`src/rtl/mpss_pkg.sv`:
```
package mpss_pkg;

  localparam int DATA_W           = 16;
  localparam int CH_W             = 3;
  localparam int LINES_W          = 5;
  localparam int NUM_WIDTH_REGS   = 5;
  localparam int NUM_CHANNELS_DEF = 5;
  localparam int CFG_IDX_W        = 3;

  localparam logic [DATA_W-1:0] SLOT_RESET = DATA_W'(8000);

  typedef enum logic [CFG_IDX_W-1:0] {
    REG_WIDTH_CH0  = 3'd0,
    REG_WIDTH_CH1  = 3'd1,
    REG_WIDTH_CH2  = 3'd2,
    REG_WIDTH_CH3  = 3'd3,
    REG_WIDTH_CH4  = 3'd4,
    REG_SLOT_TICKS = 3'd5
  } reg_idx_t;

  typedef struct packed {
    logic [NUM_WIDTH_REGS-1:0][DATA_W-1:0] width;
    logic [DATA_W-1:0]                     slot;
  } cfg_t;

  typedef struct packed {
    logic fire;
    logic tick;
  } step_ctrl_t;

  typedef struct packed {
    logic [LINES_W-1:0] lines;
    logic [CH_W-1:0]    chan;
    logic               frame_start;
  } res_t;

endpackage

```
`src/rtl/mpss_cfg.sv`:
```
module mpss_cfg (
  input  logic                                clk,
  input  logic                                rst_n,
  input  logic                                cfg_we,
  input  logic [mpss_pkg::CFG_IDX_W-1:0]      cfg_index,
  input  logic [mpss_pkg::DATA_W-1:0]         cfg_data,
  output mpss_pkg::cfg_t                      cfg
);
  import mpss_pkg::*;

  cfg_t cfg_r, cfg_nxt;

  always_comb begin
    cfg_nxt = cfg_r;
    if (cfg_we) begin
      case (reg_idx_t'(cfg_index))
        REG_WIDTH_CH0:  cfg_nxt.width[0] = cfg_data;
        REG_WIDTH_CH1:  cfg_nxt.width[1] = cfg_data;
        REG_WIDTH_CH2:  cfg_nxt.width[2] = cfg_data;
        REG_WIDTH_CH3:  cfg_nxt.width[3] = cfg_data;
        REG_WIDTH_CH4:  cfg_nxt.width[4] = cfg_data;
        REG_SLOT_TICKS: cfg_nxt.slot     = cfg_data;
        default:        ;  // unmapped index: dropped
      endcase
    end
  end

  always_ff @(posedge clk) begin
    if (!rst_n) begin
      cfg_r.width <= '0;
      cfg_r.slot  <= SLOT_RESET;
    end else begin
      cfg_r <= cfg_nxt;
    end
  end

  assign cfg = cfg_r;

endmodule

```
`src/rtl/mpss_step.sv`:
```
module mpss_step #(
  parameter int NUM_CHANNELS = mpss_pkg::NUM_CHANNELS_DEF
) (
  input  logic                clk,
  input  logic                rst_n,
  input  mpss_pkg::cfg_t      cfg,
  input  mpss_pkg::step_ctrl_t ctrl,
  output mpss_pkg::res_t      res
);
  import mpss_pkg::*;

  logic [CH_W-1:0]   cur_r, cur_nxt;
  logic              high_r, high_nxt;
  logic [DATA_W-1:0] tl_r, tl_nxt;

  logic [DATA_W-1:0] slot_len;
  logic [DATA_W-1:0] w_cur, w_adv, w_begin, low_len;
  logic [CH_W-1:0]   cur_adv, cur_a, cur_wrap;
  logic              high_a, begin_slot, fs;
  logic [DATA_W-1:0] tl_a, tl_dec;

  function automatic logic [CH_W-1:0] next_ch(input logic [CH_W-1:0] ch);
    logic [CH_W:0] n;
    n = {1'b0, ch} + (CH_W+1)'(1);
    return (n >= (CH_W+1)'(NUM_CHANNELS)) ? '0 : n[CH_W-1:0];
  endfunction

  // width of a channel, clamped to the slot; channels without a register are 0
  function automatic logic [DATA_W-1:0] eff_width(input logic [CH_W-1:0] ch,
                                                   input cfg_t c,
                                                   input logic [DATA_W-1:0] s);
    logic [DATA_W-1:0] w;
    w = '0;
    for (int i = 0; i < NUM_WIDTH_REGS; i++) begin
      if (ch == CH_W'(i)) w = c.width[i];
    end
    return (w > s) ? s : w;
  endfunction

  always_comb begin
    slot_len = (cfg.slot == '0) ? DATA_W'(1) : cfg.slot;
    cur_adv  = next_ch(cur_r);
    w_cur    = eff_width(cur_r, cfg, slot_len);
    w_adv    = eff_width(cur_adv, cfg, slot_len);
    low_len  = slot_len - w_cur;

    cur_a      = cur_r;
    high_a     = high_r;
    tl_a       = tl_r;
    fs         = 1'b0;
    begin_slot = 1'b0;
    w_begin    = w_cur;

    if (ctrl.tick && tl_r == '0) begin
      begin_slot = 1'b1;
      if (high_r) begin
        if (low_len != '0) begin
          high_a     = 1'b0;
          tl_a       = low_len;
          begin_slot = 1'b0;
        end else begin
          cur_a   = cur_adv;
          w_begin = w_adv;
        end
      end
      if (begin_slot) begin
        fs = (cur_a == '0);
        if (w_begin != '0) begin
          high_a = 1'b1;
          tl_a   = w_begin;
        end else begin
          high_a = 1'b0;
          tl_a   = slot_len;
        end
      end
    end

    tl_dec   = tl_a - DATA_W'(1);
    cur_wrap = (tl_dec == '0 && !high_a) ? next_ch(cur_a) : cur_a;

    for (int i = 0; i < LINES_W; i++) begin
      res.lines[i] = high_a && (cur_a == CH_W'(i));
    end
    res.chan        = cur_a;
    res.frame_start = fs;

    cur_nxt  = cur_r;
    high_nxt = high_r;
    tl_nxt   = tl_r;
    if (ctrl.fire && ctrl.tick) begin
      cur_nxt  = cur_wrap;
      high_nxt = high_a;
      tl_nxt   = tl_dec;
    end
  end

  always_ff @(posedge clk) begin
    if (!rst_n) begin
      cur_r  <= '0;
      high_r <= 1'b0;
      tl_r   <= '0;
    end else begin
      cur_r  <= cur_nxt;
      high_r <= high_nxt;
      tl_r   <= tl_nxt;
    end
  end

`ifndef SYNTHESIS
  a_chan_range: assert property (@(posedge clk) disable iff (!rst_n)
    ({1'b0, cur_r} < (CH_W+1)'(NUM_CHANNELS)))
    else $error("channel index out of range");

  a_lines_onehot: assert property (@(posedge clk) disable iff (!rst_n)
    $onehot0(res.lines))
    else $error("more than one servo line high");

  a_fs_chan0: assert property (@(posedge clk) disable iff (!rst_n)
    res.frame_start |-> (res.chan == '0) && ctrl.tick)
    else $error("frame start outside channel 0");

  a_hold: assert property (@(posedge clk) disable iff (!rst_n)
    !(ctrl.fire && ctrl.tick) |=> $stable(cur_r) && $stable(high_r) && $stable(tl_r))
    else $error("state moved without a tick");
`endif

endmodule

```
`src/rtl/multiplexed_servo_pulse_sequencer_top.sv`:
```
// Multiplexed servo pulse sequencer. Each transfer on the in_ channel is one
// timer tick (in_tick=1 advances time, in_tick=0 just samples the present state)
// and yields exactly one transfer on the out_ channel. Channels 0 to
// NUM_CHANNELS-1 get a slot of slot_ticks ticks each in turn; the active line
// is high for min(width_chN, slot) ticks and low for the rest of the slot.
// Zero width gives an all-low slot, zero slot_ticks acts as one tick. Channels
// above 4 have no width register and stay low. An input stage register and a
// result register sit on either side of a single pass of update logic, and one
// item can be taken every clock while out_ready does not hold the output back.
// Registers reset to width 0 and a slot of 8000 ticks.
module multiplexed_servo_pulse_sequencer_top #(
  parameter int NUM_CHANNELS = mpss_pkg::NUM_CHANNELS_DEF
) (
  input  logic                            clk,
  input  logic                            rst_n,
  // tick channel
  input  logic                            in_valid,
  output logic                            in_ready,
  input  logic                            in_tick,
  // result channel
  output logic                            out_valid,
  input  logic                            out_ready,
  output logic [mpss_pkg::LINES_W-1:0]    out_servo_lines,
  output logic [mpss_pkg::CH_W-1:0]       out_active_channel,
  output logic                            out_frame_start,
  // register writes
  input  logic                            cfg_we,
  input  logic [mpss_pkg::CFG_IDX_W-1:0]  cfg_index,
  input  logic [mpss_pkg::DATA_W-1:0]     cfg_data
);
  import mpss_pkg::*;

  cfg_t       cfg;
  step_ctrl_t ctrl;
  res_t       res;

  // input stage
  logic s1_valid_r, s1_valid_nxt;
  logic s1_tick_r;
  // result register
  logic out_valid_r, out_valid_nxt;
  res_t out_res_r;

  logic advance;

  // The stage moves on when the result register is free or being drained
  // in the same cycle, so with out_ready high a steady stream runs at one transfer per clock.
  assign advance  = s1_valid_r && (!out_valid_r || out_ready);
  assign in_ready = !s1_valid_r || advance;

  always_comb begin
    s1_valid_nxt = s1_valid_r;
    if (advance) s1_valid_nxt = 1'b0;
    if (in_valid && in_ready) s1_valid_nxt = 1'b1;

    out_valid_nxt = out_valid_r;
    if (out_valid_r && out_ready) out_valid_nxt = 1'b0;
    if (advance) out_valid_nxt = 1'b1;
  end

  always_ff @(posedge clk) begin
    if (!rst_n) begin
      s1_valid_r  <= 1'b0;
      out_valid_r <= 1'b0;
    end else begin
      s1_valid_r  <= s1_valid_nxt;
      out_valid_r <= out_valid_nxt;
    end
  end

  // payload registers, no reset
  always_ff @(posedge clk) begin
    if (in_valid && in_ready) s1_tick_r <= in_tick;
    if (advance) out_res_r <= res;
  end

  assign ctrl.fire = advance;
  assign ctrl.tick = s1_tick_r;

  mpss_cfg u_cfg (
    .clk       (clk),
    .rst_n     (rst_n),
    .cfg_we    (cfg_we),
    .cfg_index (cfg_index),
    .cfg_data  (cfg_data),
    .cfg       (cfg)
  );

  // slot countdown, phase and channel rotation
  mpss_step #(
    .NUM_CHANNELS (NUM_CHANNELS)
  ) u_step (
    .clk   (clk),
    .rst_n (rst_n),
    .cfg   (cfg),
    .ctrl  (ctrl),
    .res   (res)
  );

  assign out_valid          = out_valid_r;
  assign out_servo_lines    = out_res_r.lines;
  assign out_active_channel = out_res_r.chan;
  assign out_frame_start    = out_res_r.frame_start;

endmodule
```
`config.mk`:
```
export PLATFORM = sky130hd
export DESIGN_NAME = multiplexed_servo_pulse_sequencer_top
export DESIGN_NICKNAME = d
export VERILOG_FILES = /design/src/rtl/mpss_pkg.sv /design/src/rtl/mpss_cfg.sv /design/src/rtl/mpss_step.sv /design/src/rtl/multiplexed_servo_pulse_sequencer_top.sv
export SDC_FILE = /design/constraint.sdc
export NUM_CORES = 1
export LEC_CHECK = 0
export BUFFER_PORTS_ARGS = -buffer_cell sky130_fd_sc_hd__buf_4
export CORE_UTILIZATION = 40
export DETAILED_ROUTE_END_ITERATION = 7
export RECOVER_POWER = 50
export SLEW_MARGIN = 20
export SYNTH_ARGS = -nofsm -noshare
export SYNTH_HDL_FRONTEND = slang
export SYNTH_SLANG_ARGS = --single-unit
```
`constraint.sdc`:
```
create_clock -name clk -period 12.1 [get_ports clk]
set_input_delay 0 -clock clk [delete_from_list [all_inputs] [get_ports clk]]
set_output_delay 0 -clock clk [all_outputs]
set_load 0.005 [all_outputs]
```
After elaboration in Yosys (flattened, before gate mapping). Index checks and enable logic that the tools add are counted.

Register bits after elaboration: 128. Word-level logic and storage cells: 114.

Add/sub/neg operators: 4. Muxes and demuxes: 39. Equal/unequal tests: 17. Reductions and logical operators: 35. Order comparisons: 4.

Operators with widths (number): 2-to-1 mux 16 bit (21); logical NOT 16 bit (3); > comparator 16 bit (2); nonzero test 16 bit (2); == test 3 x 2 -> 1 bit, second input constant (8); 2-to-1 mux 3 bit (7); subtractor 16 x 1 -> 16 bit, second input constant (1); subtractor 16 bit (1); == test 3 bit, second input constant (5); logical NOT 3 bit (5); AND reduction 2 bit (7); == test 3 x 1 -> 1 bit, second input constant (4); logical AND 1 bit (11); 2-to-1 mux 1 bit (11); adder 3 x 1 -> 4 bit, second input constant (2); >= comparator 4 x 3 -> 1 bit, second input constant (2); nonzero test 2 bit (2); logical NOT 1 bit (3); logical OR 1 bit (2).

Longest topological paths before layout. Gate-level depths: netlist of the first run.

Depth after elaboration: 22. Mapped depth: 41. Gate-level depth less buffers: 33.

Cells and area by module. A second synthesis of the first run with hierarchy kept.

Cell total of the unflattened synthesis: 1288. Area, all modules: 10276.1 um^2.

By module, submodules not included: mpss_step (sequential area each 400.4 um^2, cells an instance 927, area an instance 6313.6 um^2, instances 1); mpss_cfg (sequential area each 1921.8 um^2, cells an instance 342, area an instance 3558.4 um^2, instances 1); multiplexed_servo_pulse_sequencer_top (sequential area each 340.3 um^2, cells an instance 19, area an instance 404.1 um^2, instances 1).

Least setup slack after synthesis of the first run. Ideal clock, no wire load.

Path kind: register to register. Start: reg u_step.cur_r[0]. End: reg u_step.cur_r[1]. Arrival: 9059 ps. Data required time: 12005 ps. Stages on the path, launching flop included: 39. Buffers on the path: 6. Path slack: 2946 ps. Period minus slack after synthesis: 9154 ps. Path through: dfxtp_1 -> clkbuf_1 -> inv_1 -> ha_1 -> clkbuf_1 -> nand2_1 -> clkbuf_1 -> clkbuf_1 -> nor2_1 -> a311oi_1 -> inv_1 -> ha_1 -> nand2_1 -> nor4_1 -> a21bo_2 -> a31oi_1 -> clkbuf_1 -> clkbuf_1 -> [... 3 more ...] -> fa_1 -> a21o_1 -> a221oi_2 -> o21ai_0 -> xor2_1 -> or4_1 -> a2111oi_4 -> mux2_2 -> nand2_1 -> a2bb2oi_1 -> inv_1 -> ha_1 -> nand3b_1 -> or4_4 -> and2_4 -> nor4_1 -> a31oi_1 -> a221oi_1.

Longest elaborated chain between the ends: 22. Elaborated cells on any way between the ends: 57. Classes of those cells: 4 x add/sub; 4 x order compare; 8 x eq/ne; 34 x mux; 7 x reduce/logical.

Ends and longest elaborated chain: from (decl) (RTL line mpss_step.sv:12) `logic [CH_W-1:0] cur_r, cur_nxt;`; from (signal assigned) (RTL line mpss_step.sv:103) `cur_r <= cur_nxt;`; branches (longest 21 deep; another with > comparator 16 bit); 2-to-1 mux 3 bit (*) (RTL line mpss_step.sv:79) `cur_wrap = (tl_dec == '0 && !high_a) ? next_ch(cur_a) : cur_a;`.

Every way passes the cells marked *. The select of a mux whose other input is x is not followed. A chain may end at the register's enable or synchronous reset.

Worst setup path in the final report of the first run.
Start: reg u_step.cur_r[0]. End: reg u_step.cur_r[0].

The elaborated chain is that of the path after synthesis.

==> results of run 1 <==
## how the worst max path moves through the flow
stage                            startpoint                            to  slack (ns)  cells past startpoint
4_1_cts        u_step.cur_r[0]$_SDFFE_PN0P_  u_step.cur_r[2]$_SDFFE_PN0P_        1.24                     34
6_report       u_step.cur_r[0]$_SDFFE_PN0P_  u_step.cur_r[0]$_SDFFE_PN0P_        1.06                     34
5_1_grt        u_step.cur_r[0]$_SDFFE_PN0P_  u_step.cur_r[1]$_SDFFE_PN0P_        0.19                     33
3_5_place_dp   u_step.cur_r[0]$_SDFFE_PN0P_  u_step.cur_r[2]$_SDFFE_PN0P_        1.28                     34
2_1_floorplan  u_step.cur_r[0]$_SDFFE_PN0P_  u_step.cur_r[1]$_SDFFE_PN0P_        2.95                     38
3_3_place_gp   u_step.cur_r[0]$_SDFFE_PN0P_  u_step.cur_r[1]$_SDFFE_PN0P_        1.61                     34
## logic make-up (layout without fill, tap and decap cells)
logic type	Yosys count	count (layout)	synth area share (%)
adders and majority gates	61	61	8.120
buffers and inverters	142	156	5.734
DFF	128	128	28.05
AOI/OAI and AO/OA	424	424	29.58
xor gates and xnor gates	17	17	1.569
muxes	20	20	2.162
and+or+nand+nor	494	494	24.78
## cells in the mapped netlist (all sizes together), types with 11 or more instances
cell	n
nand3	27
a21oi	177
dfxtp	118
o221ai	18
a21o	13
o21ai	56
nor3	23
mux2i	16
ha	60
nand3b	21
xnor2	11
buf	12
nor4	23
nand2	260
o211ai	24
nor2	46
inv	53
a32oi	33
a211oi	12
and2	12
nor2b	18
clkbuf	77
nand4	15
## stage by stage
step | total power, mW | setup WS (ns) | hold WS [ns] | utilization, % | cells
global route | 1.624 | 0.1872 | 0.07504 | 45.94 | 1619
finish | 1.557 | 1.058 | 0.02600 | 45.94 | 1619
floorplan | 0.8486 | 2.946 | 0.09887 | - | 1286
CTS | 1.547 | 1.240 | 0.02135 | 45.98 | 1619
detailed placement | 1.007 | 1.278 | 0.1794 | 42.50 | 1565
global placement | 1.009 | 1.607 | 0.1822 | 42.50 | 1565
## critical path, delay by kind of cell (launching register included)
family | cells | cell delay [ns]
AO/OA/AOI/OAI | 12 | 3.06
multiplexers | 2 | 0.73
buffers and inverters | 5 | 0.98
adder cells (fa/ha/maj) | 5 | 1.97
flip-flops | 1 | 0.45
XOR/XNOR | 1 | 0.19
AND/OR/NAND/NOR | 9 | 3.32
## final cells by class
type	count	area share (%)
clock inverters	15	1.559
repair buffers	71	5.365
flip-flops and latches	128	24.76
well taps	319	3.712
clock buffers	17	3.957
inverters	53	1.862
multi-input cells	1016	58.78
## flip-flops by register name, summed over array words and instances (netlist names)
signal	count
u_cfg.cfg	96
u_step.tl_r	16
out_servo_lines	5
out_active_channel	3
u_step.cur_r	3
out_frame_start	1
out_valid	1
s1_tick_r	1
s1_valid_r	1
u_step.high_r	1
## routing by layer
metal / up-vias / wire (um)
li1: 4722 / -
met1: 4747 / 15310
met2: 510 / 15770
met3: 102 / 2675
met4: 0 / 1423
met5: - / 0
## report_power, final
part	internal (mW)	switching, mW
combinational	0.196	0.366
sequential	0.443	0.0179
clock	0.295	0.239
## timing repair
item,in CTS,in global routing
hold endpoints to repair,101,0
endpoints found under the setup margin,0,0
hold buffers,22,0
==> impl_metrics.env, run 1 <==
export IMPL_whs_path_depth=5
export IMPL_cts_sinks=128
export IMPL_tightestPinTransition_ns=4.032
export IMPL_gp_congestion=0.9679
export IMPL_crit_type="flip-flop to flip-flop"
export IMPL_powerDensity_nw_per_um2=144.8
export IMPL_use_met1_pct=39.66
export IMPL_antenna_found_initial=0
export IMPL_gr_usage_met3_pct=4.250
export IMPL_vias=10080
export IMPL_seq_area_um2=2663
export IMPL_gr_usage_met2_pct=45.81
export IMPL_wl_per_cell_um=21.73
export IMPL_start_util_pct=40.56
export IMPL_max_cap_viol_count=1
export IMPL_final_cell_area_um2=10750
export IMPL_antenna_left=0
export IMPL_syn_mean_instance_area_um2=7.381
export IMPL_slew_headroom_pct=-168.8
export IMPL_fp_dieW_um=156.0
export IMPL_post_dp_cell_area_um2=9947
export IMPL_min_period_over_period_pct=91.26
export IMPL_cts_resized=0
export IMPL_grt_pass1_wl_um=54680
export IMPL_worstPathArrival_ns=11.13
export IMPL_status="finished with violations"
export IMPL_cts_made_buffers=17
export IMPL_cts_path_max_buffers=2
export IMPL_antenna_cells=0
export IMPL_violations="max-capacitance violations, max-slew violations"
export IMPL_synth_top_flop_cell="dfxtp_1"
export IMPL_p_leak_nw=3.822
export IMPL_busiest_layer="met2"
export IMPL_pin_count=36
export IMPL_clock_latency_ns=0.43
export IMPL_reg2reg_from="u_step.cur_r[0]$_SDFFE_PN0P_"
export IMPL_r2r_end="u_step.cur_r[0]$_SDFFE_PN0P_"
export IMPL_post_cts_buffers=0
export IMPL_synth_cells=1286
export IMPL_drt_initial_drc_count=1213
export IMPL_multi_input_area_um2=6320
export IMPL_min_from="cfg_index[1]"
export IMPL_synthesis_nets=1372
export IMPL_fmaxAchievable_mhz=90.56
export IMPL_synth_seq_area_share_pct=28.05
export IMPL_layout_drive_gt1_share_pct=8.385
export IMPL_drt_first_pass_iters=6
export IMPL_path_common_cell="ha_1"
export IMPL_grt_use_total_pct=29.23
export IMPL_grt_pass1_vias=9431
export IMPL_end_kind="flip-flop"
export IMPL_tns_ns=0
export IMPL_layout_commonest_cell="nand2_1"
export IMPL_synth_top_area_share_pct=24.89
export IMPL_slowest_stage="ha_1"
export IMPL_ys_warnings_count=0
export IMPL_area_growth_pct=13.27
export IMPL_vdd_drop_max_mv=0.1127
export IMPL_hold_path_class="input pin to flip-flop"
export IMPL_synth_cell_types=82
export IMPL_layout_common_cells="nand2_1, a21oi_1, dfxtp_1"
export IMPL_clockRootBuffer="clkbuf_16"
export IMPL_row_count=56
export IMPL_rsz0062_at_grt="no"
export IMPL_hpwl_um=26050
export IMPL_worstSetupStartpointType="flip-flop"
export IMPL_fin_crit_ns=11.04
export IMPL_drc=0
export IMPL_async_reset_ff_share_pct=0
export IMPL_nFillCells=2403
export IMPL_gr_total_overflow=0
export IMPL_ys_top_cells_by_area="dfxtp_1, nand2_1, a21oi_1"
export IMPL_synth_edf_count=10
export IMPL_port_buffers=35
export IMPL_die_h_um=156.0
export IMPL_clk_pin_slew_ns=0.07
export IMPL_htreeDepth=4
export IMPL_synth_area_um2=9492
export IMPL_via_per_inst=6.227
export IMPL_critPathMaxStageDelay_ns=0.74
export IMPL_hold_violations=0
export IMPL_yosys_area_top_type="dfxtp_1"
export IMPL_core_um2=23400
export IMPL_routed_wl_um=35180
export IMPL_setup_viol=0
export IMPL_maxSlewViolCount=83
export IMPL_synth_seq_cells=128
export IMPL_hold_path_end="u_cfg.cfg[51]$_SDFFE_PN0P_"
export IMPL_cts_tree="built"
export IMPL_grt_max_degree=83
export IMPL_critPathMaxFanout=23
export IMPL_reg2reg_slack_ns=1.06
export IMPL_clock_skew_ns=0.01778
export IMPL_worstRegToRegCells=34
export IMPL_crit_required_ns=12.19
export IMPL_fin_nets=1373
export IMPL_die_area_um2=24350
No activity file was read; power rests on OpenSTA's default activity.
==> inputs of run 2 (changes only) <==
--- a/config.mk
+++ b/config.mk
@@ -5,7 +5,9 @@
 export SDC_FILE = /design/constraint.sdc
 export NUM_CORES = 1
 export LEC_CHECK = 0
+export ABC_AREA = 1
 export BUFFER_PORTS_ARGS = -buffer_cell sky130_fd_sc_hd__buf_4
+export CAP_MARGIN = 40
 export CORE_UTILIZATION = 40
 export DETAILED_ROUTE_END_ITERATION = 7
 export RECOVER_POWER = 50
==> impl_metrics.env, run 2 <==
export IMPL_status="finished with violations"
export IMPL_violations="max-capacitance violations, max-slew violations"
export IMPL_die_area_um2=25560
export IMPL_antenna_cells=0
export IMPL_min_from="cfg_index[1]"
export IMPL_startpoint="u_step.cur_r[0]$_SDFFE_PN0P_"
export IMPL_routed_wl_um=31440
export IMPL_pin_count=36
export IMPL_die_h_um=159.9
export IMPL_cts_resized=0
export IMPL_core_um2=24390
export IMPL_grt_pass1_wl_um=51050
export IMPL_gr_total_overflow=0
export IMPL_layout_commonest_cell="nand2_1"
export IMPL_synth_top_area_share_pct=23.69
export IMPL_fmaxAchievable_mhz=110.6
export IMPL_layout_common_cells="nand2_1, nor2_1, inv_1"
export IMPL_area_growth_pct=12.70
export IMPL_multi_input_area_um2=6185
export IMPL_vdd_drop_max_mv=0.08114
export IMPL_nFillCells=2597
export IMPL_antenna_left=0
export IMPL_clock_skew_ns=0.01769
export IMPL_gp_congestion=0.9241
export IMPL_synthTopCellsByCount="nand2_1, nor2_1, inv_1"
export IMPL_rsz0062_at_grt="no"
export IMPL_largest_reg_flops=96
export IMPL_instances_no_fill=1952
export IMPL_synth_seq_area_share_pct=26.71
export IMPL_vias=10220
export IMPL_drc=0
export IMPL_grt_max_degree=81
export IMPL_crit_required_ns=12.46
export IMPL_port_buffers=35
export IMPL_clockRootBuffer="clkbuf_16"
export IMPL_synth_cell_types=49
export IMPL_slowest_stage="ha_1"
export IMPL_fin_nets=1701
export IMPL_reg2reg_from="u_step.cur_r[0]$_SDFFE_PN0P_"
export IMPL_placedCellCount=1895
export IMPL_tns_ns=0
export IMPL_total_power_mw=1.449
export IMPL_clock_latency_ns=0.44
export IMPL_yosys_area_top_type="dfxtp_1"
export IMPL_synth_seq_cells=128
export IMPL_htreeDepth=4
export IMPL_antenna_found_initial=0
export IMPL_grt_use_total_pct=25.17
export IMPL_via_per_inst=5.237
export IMPL_hpwl_um=24340
export IMPL_hold_violations=0
export IMPL_setup_viol=0
export IMPL_synth_area_um2=9970
export IMPL_yosysMostFrequentCell="nand2_1"
export IMPL_syn_mean_instance_area_um2=6.212
export IMPL_synth_top_flop_cell="dfxtp_1"
export IMPL_row_count=57
export IMPL_crit_type="flip-flop to flip-flop"
export IMPL_pre_cts_slack_ns=3.137
export IMPL_start_util_pct=40.87
export IMPL_final_cell_area_um2=11240
export IMPL_worstRegToRegCells=52
export IMPL_critPathMaxFanout=30
export IMPL_drt_initial_drc_count=636
export IMPL_hold_path_class="input pin to flip-flop"
export IMPL_tightestPinTransition_ns=3.069
export IMPL_seq_area_um2=2663
export IMPL_path_common_cell="nand2_1"
export IMPL_end_kind="flip-flop"
export IMPL_p_leak_nw=5.429
export IMPL_worstSetupStartpointType="flip-flop"
export IMPL_cts_sinks=128
export IMPL_synth_edf_count=10
export IMPL_drt_first_pass_iters=6
export IMPL_ys_warnings_count=0
export IMPL_cts_path_max_buffers=2
export IMPL_fp_dieW_um=159.9
export IMPL_post_dp_cell_area_um2=10410
export IMPL_cts_made_buffers=17
export IMPL_grt_pass1_vias=9621
export IMPL_cts_tree="built"
export IMPL_wl_per_cell_um=16.11
export IMPL_maxSlewViolCount=81
export IMPL_synth_cells=1605
export IMPL_fin_crit_ns=9.045
export IMPL_ys_top_cells_by_area="dfxtp_1, nand2_1, nor2_1"
export IMPL_slew_headroom_pct=-104.6
export IMPL_whs_path_depth=6
export IMPL_worstPathArrival_ns=9.41
export IMPL_critPathMaxStageDelay_ns=0.58
export IMPL_layout_drive_gt1_share_pct=8.845
export IMPL_powerDensity_nw_per_um2=128.9
export IMPL_min_period_over_period_pct=74.75
export IMPL_synthesis_nets=1691
export IMPL_clk_pin_slew_ns=0.07
export IMPL_async_reset_ff_share_pct=0
export IMPL_layout_setup_ws_ns=3.055
export IMPL_max_cap_viol_count=1
## run 2: repair_timing
| action | 4_1_cts | 5_1_grt |
|---|---|---|
| setup buffers | 0 | 0 |
| hold buffers | 25 | 0 |
| hold endpoints to repair | 108 | 0 |
## run 2: cells by family (layout without fill, tap and decap cells)
family	Yosys count	after routing	synth area share (%)
and+or+nand+nor	816	816	36.03
AOI/OAI and AO/OA	312	312	17.58
buffers and inverters	283	306	11.32
DFF	128	128	26.71
adders and majority gates	61	61	7.731
xor gates and xnor gates	5	5	0.6276
## run 2: power breakdown
| part | switching (mW) | internal, mW | leakage, nW |
|---|---|---|---|
| Clock | 0.253 | 0.282 | 0.298 |
| Combinational | 0.313 | 0.144 | 4.07 |
| Sequential | 0.0125 | 0.443 | 1.06 |
| Total | 0.579 | 0.870 | 5.43 |
## run 2: critical path: cells and delay by family, from the launching register on
kind            cells  cell delay (ns)
flops               1             0.49
buf+inv             4             0.62
compound gates      6             1.40
simple gates       36             4.11
fa+ha+maj           5             1.73
xor+xnor            1             0.57
## run 2: path summary, 6_finish.rpt
| path | end | slack (ns) |
|---|---|---|
| setup / recovery | u_step.cur_r[1]$_SDFFE_PN0P_ | 3.05 |
| hold / removal | u_cfg.cfg[34]$_SDFFE_PN0P_ | 0.11 |
| setup reg to reg | u_step.cur_r[1]$_SDFFE_PN0P_ | 3.05 |
| hold reg to reg | u_cfg.cfg[73]$_SDFFE_PN0P_ | 0.47 |
## run 2: final cells by class
type                    instances  area share [%]
clock inverters                15           1.637
repair buffers                 71           5.445
inverters                     203           6.782
multi-input cells            1194           55.04
flip-flops and latches        128           23.70
well taps                     324           3.608
clock buffers                  17           3.786
## run 2: stage by stage
stage	hold WS, ns	utilization, %
after floorplan	0.09887	-
after global placement	0.1814	42.35
after detailed placement	0.1811	42.67
after CTS	0.09753	46.19
after global routing	0.1752	46.07
final	0.1148	46.07
## run 2: layer usage
layer  GRT usage [%]  vias up  share of wire [%]
li1                -     5256                  -
met1           33.46     4649                 47
met2           42.12      267                 46
met3           3.377       50                4.1
met4           7.879        0                2.4
met5               0        -                  0
